`src/rtl/core/sbe_bba_pkg.sv`:
```
`default_nettype none

package sbe_bba_pkg;

  localparam logic [8:0]  HDR_LEN     = 9'd8;
  localparam logic [8:0]  EVT_END     = 9'd16;
  localparam logic [8:0]  UPD_END     = 9'd24;
  localparam logic [8:0]  EXP_END     = 9'd26;
  localparam logic [8:0]  SYM_LEN_POS = 9'd58;
  localparam logic [8:0]  INDEX_MAX   = 9'd511;
  localparam logic [5:0]  ROOT_BASE   = 6'd26;
  localparam logic [15:0] ROOT_LEN    = 16'd50;
  localparam logic [15:0] TEMPLATE_ID = 16'd10001;
  localparam logic [15:0] SCHEMA_ID   = 16'd1;
  localparam logic [15:0] VERSION_ID  = 16'd0;

  typedef enum logic [2:0] {
    ST_OK         = 3'd0,
    ST_SHORT_HDR  = 3'd1,
    ST_SCHEMA     = 3'd2,
    ST_TEMPLATE   = 3'd3,
    ST_BLOCK_LEN  = 3'd4,
    ST_SHORT_ROOT = 3'd5,
    ST_SYMBOL_LEN = 3'd6
  } status_t;

  typedef struct packed {
    logic [7:0]         data_byte;
    logic               end_of_message;
    logic signed [63:0] received_time;
  } in_item_t;

  typedef struct packed {
    logic [7:0]         symbol_char;
    logic signed [63:0] event_time;
    logic signed [63:0] receive_stamp;
    logic signed [63:0] update_id;
    logic signed [7:0]  price_exp;
    logic signed [7:0]  qty_exp;
    logic signed [63:0] bid_px;
    logic signed [63:0] bid_qty;
    logic signed [63:0] ask_px;
    logic signed [63:0] ask_qty;
    status_t            status;
    logic               last;
  } out_item_t;

endpackage

`default_nettype wire

```
`src/rtl/core/sbe_best_bid_ask_decoder_top.sv`:
```
// Best bid/ask message decoder.
// Input channel (in_valid/in_stall/in_item): one message byte per item, with
// end_of_message on the final byte and the receive timestamp of that byte.
// Output channel (out_valid/out_stall/out_item): one item per symbol byte,
// passed through as it arrives, and one record item (last = 1) per message
// carrying the decoded root fields plus a status code.
// Each result is registered into the output queue as its byte is taken.
// Throughput: one byte per cycle while in_stall is low. A final byte that is
// also a symbol byte yields two items, symbol first, then the record.
// Results sit in a three-entry output queue; in_stall rises while two or
// more are waiting, so one stalled result does not hold up the input.
// While out_stall is high the head item is held unchanged on out_item.
// Reset (rst_n low, synchronous) empties the queue and starts a new message.
`default_nettype none

module sbe_best_bid_ask_decoder_top (
  input  wire                    clk,
  input  wire                    rst_n,
  input  wire                    in_valid,
  output logic                   in_stall,
  input  wire sbe_bba_pkg::in_item_t in_item,
  output logic                   out_valid,
  input  wire                    out_stall,
  output sbe_bba_pkg::out_item_t out_item
);
  import sbe_bba_pkg::*;

  logic [8:0]        byte_index_r, byte_index_nxt;
  status_t           first_error_r, first_error_nxt;
  logic [7:0]        low_byte_hold_r, low_byte_hold_nxt;
  logic [7:0]        symbol_length_r, symbol_length_nxt;
  logic [63:0]       event_time_r, event_time_nxt;
  logic [63:0]       update_id_r, update_id_nxt;
  logic [1:0][7:0]   exponent_r, exponent_nxt;
  logic [3:0][63:0]  price_qty_r, price_qty_nxt;

  out_item_t [2:0]   queue_r, queue_nxt;
  logic [1:0]        count_r, count_nxt;

  logic              in_fire;
  logic              pop;
  logic [7:0]        b;
  logic [15:0]       hdr_word;
  status_t           hdr_code;
  logic              hdr_bad;
  logic [5:0]        rel;
  logic              sym_hit;
  logic [9:0]        msg_count;
  logic [9:0]        sym_end;
  status_t           status;
  out_item_t         sym_item, rec_item, first_item;
  logic [1:0]        push_cnt;
  out_item_t [2:0]   base_q;
  logic [1:0]        base_cnt;

  assign in_stall  = count_r[1];
  assign out_valid = (count_r != 2'd0);
  assign out_item  = queue_r[0];
  assign in_fire   = in_valid && !in_stall;
  assign pop       = out_valid && !out_stall;
  assign b         = in_item.data_byte;
  assign hdr_word  = {b, low_byte_hold_r};
  assign rel       = byte_index_r[5:0] - ROOT_BASE;

  always_comb begin
    low_byte_hold_nxt = low_byte_hold_r;
    first_error_nxt   = first_error_r;
    symbol_length_nxt = symbol_length_r;
    event_time_nxt    = event_time_r;
    update_id_nxt     = update_id_r;
    exponent_nxt      = exponent_r;
    price_qty_nxt     = price_qty_r;
    hdr_code          = ST_OK;
    hdr_bad           = 1'b0;
    sym_hit           = 1'b0;

    if (byte_index_r < HDR_LEN) begin
      if (!byte_index_r[0]) begin
        low_byte_hold_nxt = b;
      end else begin
        case (byte_index_r[2:1])
          2'd0: begin
            hdr_bad  = (hdr_word != ROOT_LEN);
            hdr_code = ST_BLOCK_LEN;
          end
          2'd1: begin
            hdr_bad  = (hdr_word != TEMPLATE_ID);
            hdr_code = ST_TEMPLATE;
          end
          2'd2: begin
            hdr_bad  = (hdr_word != SCHEMA_ID);
            hdr_code = ST_SCHEMA;
          end
          default: begin
            hdr_bad  = (hdr_word != VERSION_ID);
            hdr_code = ST_SCHEMA;
          end
        endcase
        if (hdr_bad && (first_error_r == ST_OK || hdr_code < first_error_r)) begin
          first_error_nxt = hdr_code;
        end
      end
    end else if (byte_index_r < EVT_END) begin
      event_time_nxt[{byte_index_r[2:0], 3'b000} +: 8] = b;
    end else if (byte_index_r < UPD_END) begin
      update_id_nxt[{byte_index_r[2:0], 3'b000} +: 8] = b;
    end else if (byte_index_r < EXP_END) begin
      exponent_nxt[byte_index_r[0]] = b;
    end else if (byte_index_r < SYM_LEN_POS) begin
      price_qty_nxt[rel[4:3]][{rel[2:0], 3'b000} +: 8] = b;
    end else if (byte_index_r == SYM_LEN_POS) begin
      symbol_length_nxt = b;
    end else if (byte_index_r <= SYM_LEN_POS + {1'b0, symbol_length_r}) begin
      sym_hit = 1'b1;
    end

    msg_count = {1'b0, byte_index_r} + 10'd1;
    sym_end   = {1'b0, SYM_LEN_POS} + 10'd1 + {2'b00, symbol_length_nxt};
    if (msg_count < {1'b0, HDR_LEN}) begin
      status = ST_SHORT_HDR;
    end else if (first_error_nxt != ST_OK) begin
      status = first_error_nxt;
    end else if (msg_count <= {1'b0, SYM_LEN_POS}) begin
      status = ST_SHORT_ROOT;
    end else if (symbol_length_nxt == 8'd0 || msg_count != sym_end) begin
      status = ST_SYMBOL_LEN;
    end else begin
      status = ST_OK;
    end

    sym_item             = '0;
    sym_item.symbol_char = b;
    sym_item.status      = ST_OK;

    rec_item               = '0;
    rec_item.receive_stamp = in_item.received_time;
    rec_item.status        = status;
    rec_item.last          = 1'b1;
    if (status == ST_OK) begin
      rec_item.event_time = event_time_r;
      rec_item.update_id  = update_id_r;
      rec_item.price_exp  = exponent_r[0];
      rec_item.qty_exp    = exponent_r[1];
      rec_item.bid_px     = price_qty_r[0];
      rec_item.bid_qty    = price_qty_r[1];
      rec_item.ask_px     = price_qty_r[2];
      rec_item.ask_qty    = price_qty_r[3];
    end

    if (in_item.end_of_message) begin
      byte_index_nxt    = '0;
      first_error_nxt   = ST_OK;
      low_byte_hold_nxt = '0;
      symbol_length_nxt = '0;
    end else if (byte_index_r != INDEX_MAX) begin
      byte_index_nxt = byte_index_r + 9'd1;
    end else begin
      byte_index_nxt = byte_index_r;
    end
  end

  always_comb begin
    first_item = sym_hit ? sym_item : rec_item;
    push_cnt   = '0;
    if (in_fire) begin
      push_cnt = {1'b0, sym_hit} + {1'b0, in_item.end_of_message};
    end

    if (pop) begin
      base_q   = {queue_r[2], queue_r[2], queue_r[1]};
      base_cnt = count_r - 2'd1;
    end else begin
      base_q   = queue_r;
      base_cnt = count_r;
    end

    queue_nxt = base_q;
    for (int i = 0; i < 3; i++) begin
      if (push_cnt != 2'd0 && base_cnt == 2'(i)) begin
        queue_nxt[i] = first_item;
      end
      if (push_cnt == 2'd2 && base_cnt + 2'd1 == 2'(i)) begin
        queue_nxt[i] = rec_item;
      end
    end
    count_nxt = base_cnt + push_cnt;
  end

  always_ff @(posedge clk) begin
    if (!rst_n) begin
      byte_index_r    <= '0;
      first_error_r   <= ST_OK;
      low_byte_hold_r <= '0;
      symbol_length_r <= '0;
      count_r         <= '0;
    end else begin
      count_r <= count_nxt;
      if (in_fire) begin
        byte_index_r    <= byte_index_nxt;
        first_error_r   <= first_error_nxt;
        low_byte_hold_r <= low_byte_hold_nxt;
        symbol_length_r <= symbol_length_nxt;
      end
    end
  end

  always_ff @(posedge clk) begin
    queue_r <= queue_nxt;
    if (in_fire) begin
      event_time_r <= event_time_nxt;
      update_id_r  <= update_id_nxt;
      exponent_r   <= exponent_nxt;
      price_qty_r  <= price_qty_nxt;
    end
  end

endmodule

`default_nettype wire

```
`config.mk`:
```
export PLATFORM = sky130hd
export DESIGN_NAME = sbe_best_bid_ask_decoder_top
export DESIGN_NICKNAME = d
export VERILOG_FILES = /design/src/rtl/core/sbe_bba_pkg.sv /design/src/rtl/core/sbe_best_bid_ask_decoder_top.sv
export SDC_FILE = /design/constraint.sdc
export NUM_CORES = 2
export LEC_CHECK = 0
export ABC_AREA = 1
export BUFFER_PORTS_ARGS = -buffer_cell sky130_fd_sc_hd__buf_2
export CORE_MARGIN = 5
export CORE_UTILIZATION = 25
export CTS_CLUSTER_SIZE = 20
export DETAILED_ROUTE_END_ITERATION = 16
export PLACE_DENSITY = 0.51
export REMOVE_ABC_BUFFERS = 1
export SLEW_MARGIN = 20
export SYNTH_ARGS = -nofsm -noshare
export SYNTH_HDL_FRONTEND = slang
export SYNTH_SLANG_ARGS = --single-unit
```
`constraint.sdc`:
```
create_clock -name clk -period 75.5 [get_ports clk]
set_clock_uncertainty 0.2 [all_clocks]
set_input_delay 3.775 -clock clk [delete_from_list [all_inputs] [get_ports clk]]
set_output_delay 3.775 -clock clk [all_outputs]
set_load 0.01 [all_outputs]
```
==> flow_metrics.tcl <==
set metrics [dict create \
    arrival_ns 10.41 \
    nFillCells 35700 \
    crit_required_ns 75.91 \
    tightest_slew_ns 1.17 \
    drv_cap 0 \
    dr.pass1.iters 6 \
    crit_path_end_kind "flip-flop" \
    synth_compound_gate_area_share_pct 6.13 \
    async_reset_ff_share_pct 0 \
    drc 0 \
    multiInputGateArea_mm2 0.0257 \
    p_per_area_mw_per_mm2 34.9 \
    synth_seq_cells 1858 \
    p_int_mw 2.37 \
    min_period_ns 10.0 \
    min_path_type "reg2reg" \
    postCtsSetupBuffers 0 \
    hpwlAfterDp_mm 183 \
    die-height_um 599 \
    cts-resized-gates 0 \
    antenna_found_initial 15 \
    synth.distinct_cells 49 \
    initial_core_util_pct 25.1 \
    synth_top_family_by_area "simple AND/OR/NAND/NOR gates" \
    yosys.area_share.xor_xnor_pct 0.151 \
    cts_tree "yes" \
    post_synth_mux_area_share_pct 0 \
    chipWidth_um 599 \
    htreeDepth 4 \
    boundaryPins 555 \
    p_total_mw 3.54 \
    p_sw_mw 1.17 \
    gp_congestion 0.791 \
    yosys_warnings 0 \
    ys_seq_area_share_pct 63.6 \
    grt_overflow 0 \
    hold_violations 0 \
    postSynthAreaPerCell_um2 10.4 \
    synthAdderAreaFrac_pct 0.475 \
    vias_per_cell 4.72 \
    wl_per_cell_um 22.7 \
    clk_root_buffer_cell "clkbuf_16" \
    drv_slew 0 \
    relSlewSlack_pct 22.1 \
    cts_max_path_buffers 4 \
    stdcell_area_mm2 0.101 \
    clkLatencyLatePin_ns 0.92 \
    p_seq_share_pct 46.0 \
    syn2layout_area_growth_pct 16.5 \
    rows 216 \
    finalSetupViolations 0 \
    holdWs_ns 0.271 \
    die_area_mm2 0.359 \
    tns_ns 0 \
    cp_max_fo 68 \
    swShare_pct 33.1 \
    synth_cells 8355 \
    cts_sinks 1858 \
    track_usage_pct 16.3 \
    path_class "in2reg" \
    core_mm2 0.346 \
    p_leak_nw 38.7 \
    first_global_vias 62200 \
    ant_nets 0 \
    regArea_mm2 0.0552 \
    cts_buffers 219 \
    layout-drive-gt1-share_pct 20.4 \
    synth_simple_gate_area_share_pct 22.6 \
    fin_util_pct 29.2 \
    grt_pass1_wl_mm 438 \
    start_kind "primary input" \
    pwr-share-comb_pct 24.4 \
    finalWirelength_mm 306 \
    worst_ir_drop_vdd_mv 0.0295 \
    period_share_pct 13.2 \
    drtIter0Drc 5661 \
    finalNetCount 8803 \
    syn_area_mm2 0.0868 \
    portBuffers 554 \
    clk_pin_slew_ns 0.06 \
    rsz0062_at_grt "false" \
    ys.flop_type "edfxtp_1" \
    postPlaceCellArea_mm2 0.0941 \
    clock_power_share_pct 29.7 \
    synth_edf_count 1801 \
    grt_max_degree 150 \
    vias 63500 \
    status "finished clean" \
    cts.hold.buffers_added 0 \
    max_freq_mhz 100 \
]
-- critical path: stages --
cell,delay (ns)
buf_2,0.22
clkinv_1,0.45
nand3_1,0.28
nand2_1,0.06
and3_1,0.18
a31oi_1,0.16
nand2_1,0.14
nand2_1,0.08
o21ai_1,0.09
nor2_1,0.18
nand2_1,0.13
nand2_1,0.09
inv_1,0.05
nand2_2,0.11
nand2_8,0.41
nand2_8,0.72
buf_4,0.85
buf_4,0.87
buf_4,0.96
nor2_1,0.18
inv_1,0.12
o21ai_0,0.08
-- final timing paths --
kind | cells after the start | endpoint | slack [ns] | from
max | 22 | queue_r[527]$_DFFE_PP_ | 65.50 | in_item[70]
min | 2 | low_byte_hold_r[7]$_SDFFE_PN0P_ | 0.27 | low_byte_hold_r[7]$_SDFFE_PN0P_
max reg2reg | 28 | queue_r[527]$_DFFE_PP_ | 67.12 | byte_index_r[1]$_SDFFE_PN0P_
min reg2reg | 2 | low_byte_hold_r[7]$_SDFFE_PN0P_ | 0.27 | low_byte_hold_r[7]$_SDFFE_PN0P_
-- metal layers --
metal | wire length (um) | global-route usage [%] | up-vias
met5 | 0 | 0 | -
met4 | 11000 | 5.39 | 0
met3 | 19300 | 2.49 | 424
met2 | 145000 | 27.0 | 2380
met1 | 130000 | 21.8 | 31600
li1 | - | - | 29100
-- sequential cells by signal, indices dropped and copies added, names as in the netlist --
name             flops
queue_r            952
out_item           476
price_qty_r        256
event_time_r        64
update_id_r         64
exponent_r          16
byte_index_r         9
low_byte_hold_r      8
symbol_length_r      8
first_error_r        3
count_r              2
-- logic make-up after synthesis --
| family | count (synthesis) |
|---|---|
| AO/OA/AOI/OAI | 845 |
| XOR/XNOR | 15 |
| adder cells (fa/ha/maj) | 33 |
| buffers and inverters | 1529 |
| flip-flops | 1858 |
| AND/OR/NAND/NOR | 4075 |
-- area by class of cell --
cell class,count,share of cell area (%)
multi-input combinational,4968,25.4
clock inverter,128,1.18
clock buffer,272,5.73
sequential,1858,54.6
tap,4578,5.66
timing repair buffer,681,3.78
antenna,17,0.0420
inverter,965,3.61
-- power by group through the flow --
stage               combinational, mW  clock [mW]  sequential [mW]
finish                          0.861        1.05             1.63
global route                    0.934        1.12             1.65
CTS                             0.885        1.08             1.64
detailed placement              0.881           0             1.65
global placement                0.874           0             1.65
floorplan                       0.425           0             1.83
-- synthesized netlist by cell type (107+ instances only) --
| master | n | area share (%) |
|---|---|---|
| nor2_1 | 838 | 3.6 |
| inv_2 | 271 | 1.2 |
| o21a_1 | 107 | 0.93 |
| o21ai_0 | 158 | 0.91 |
| inv_1 | 687 | 3.0 |
| nor2_4 | 249 | 3.2 |
| nand3_1 | 1280 | 7.4 |
| o22ai_1 | 111 | 0.80 |
| clkbuf_1 | 452 | 2.0 |
| nand4_1 | 126 | 0.91 |
| or2_2 | 114 | 0.82 |
| nand2_1 | 1404 | 6.1 |
| a21oi_1 | 208 | 1.2 |
| edfxtp_1 | 1801 | 62 |
-- cell usage in the layout (no fill, tap or decap), types with 208 or more instances in the layout --
cell type,n
a21oi_1,208
buf_2,554
clkbuf_16,222
edfxtp_1,1801
inv_1,687
inv_2,268
nand2_1,1401
nand3_1,1279
nor2_1,818
nor2_4,253
-- through the flow --
stage	instances	worst slack [ns]
after floorplan	7791	23.83
after global placement	13100	64.71
after detailed placement	13100	64.66
after CTS	13500	65.69
after global routing	13500	65.18
final	13500	65.50
Note: power is estimated with default switching activity, not from simulation.
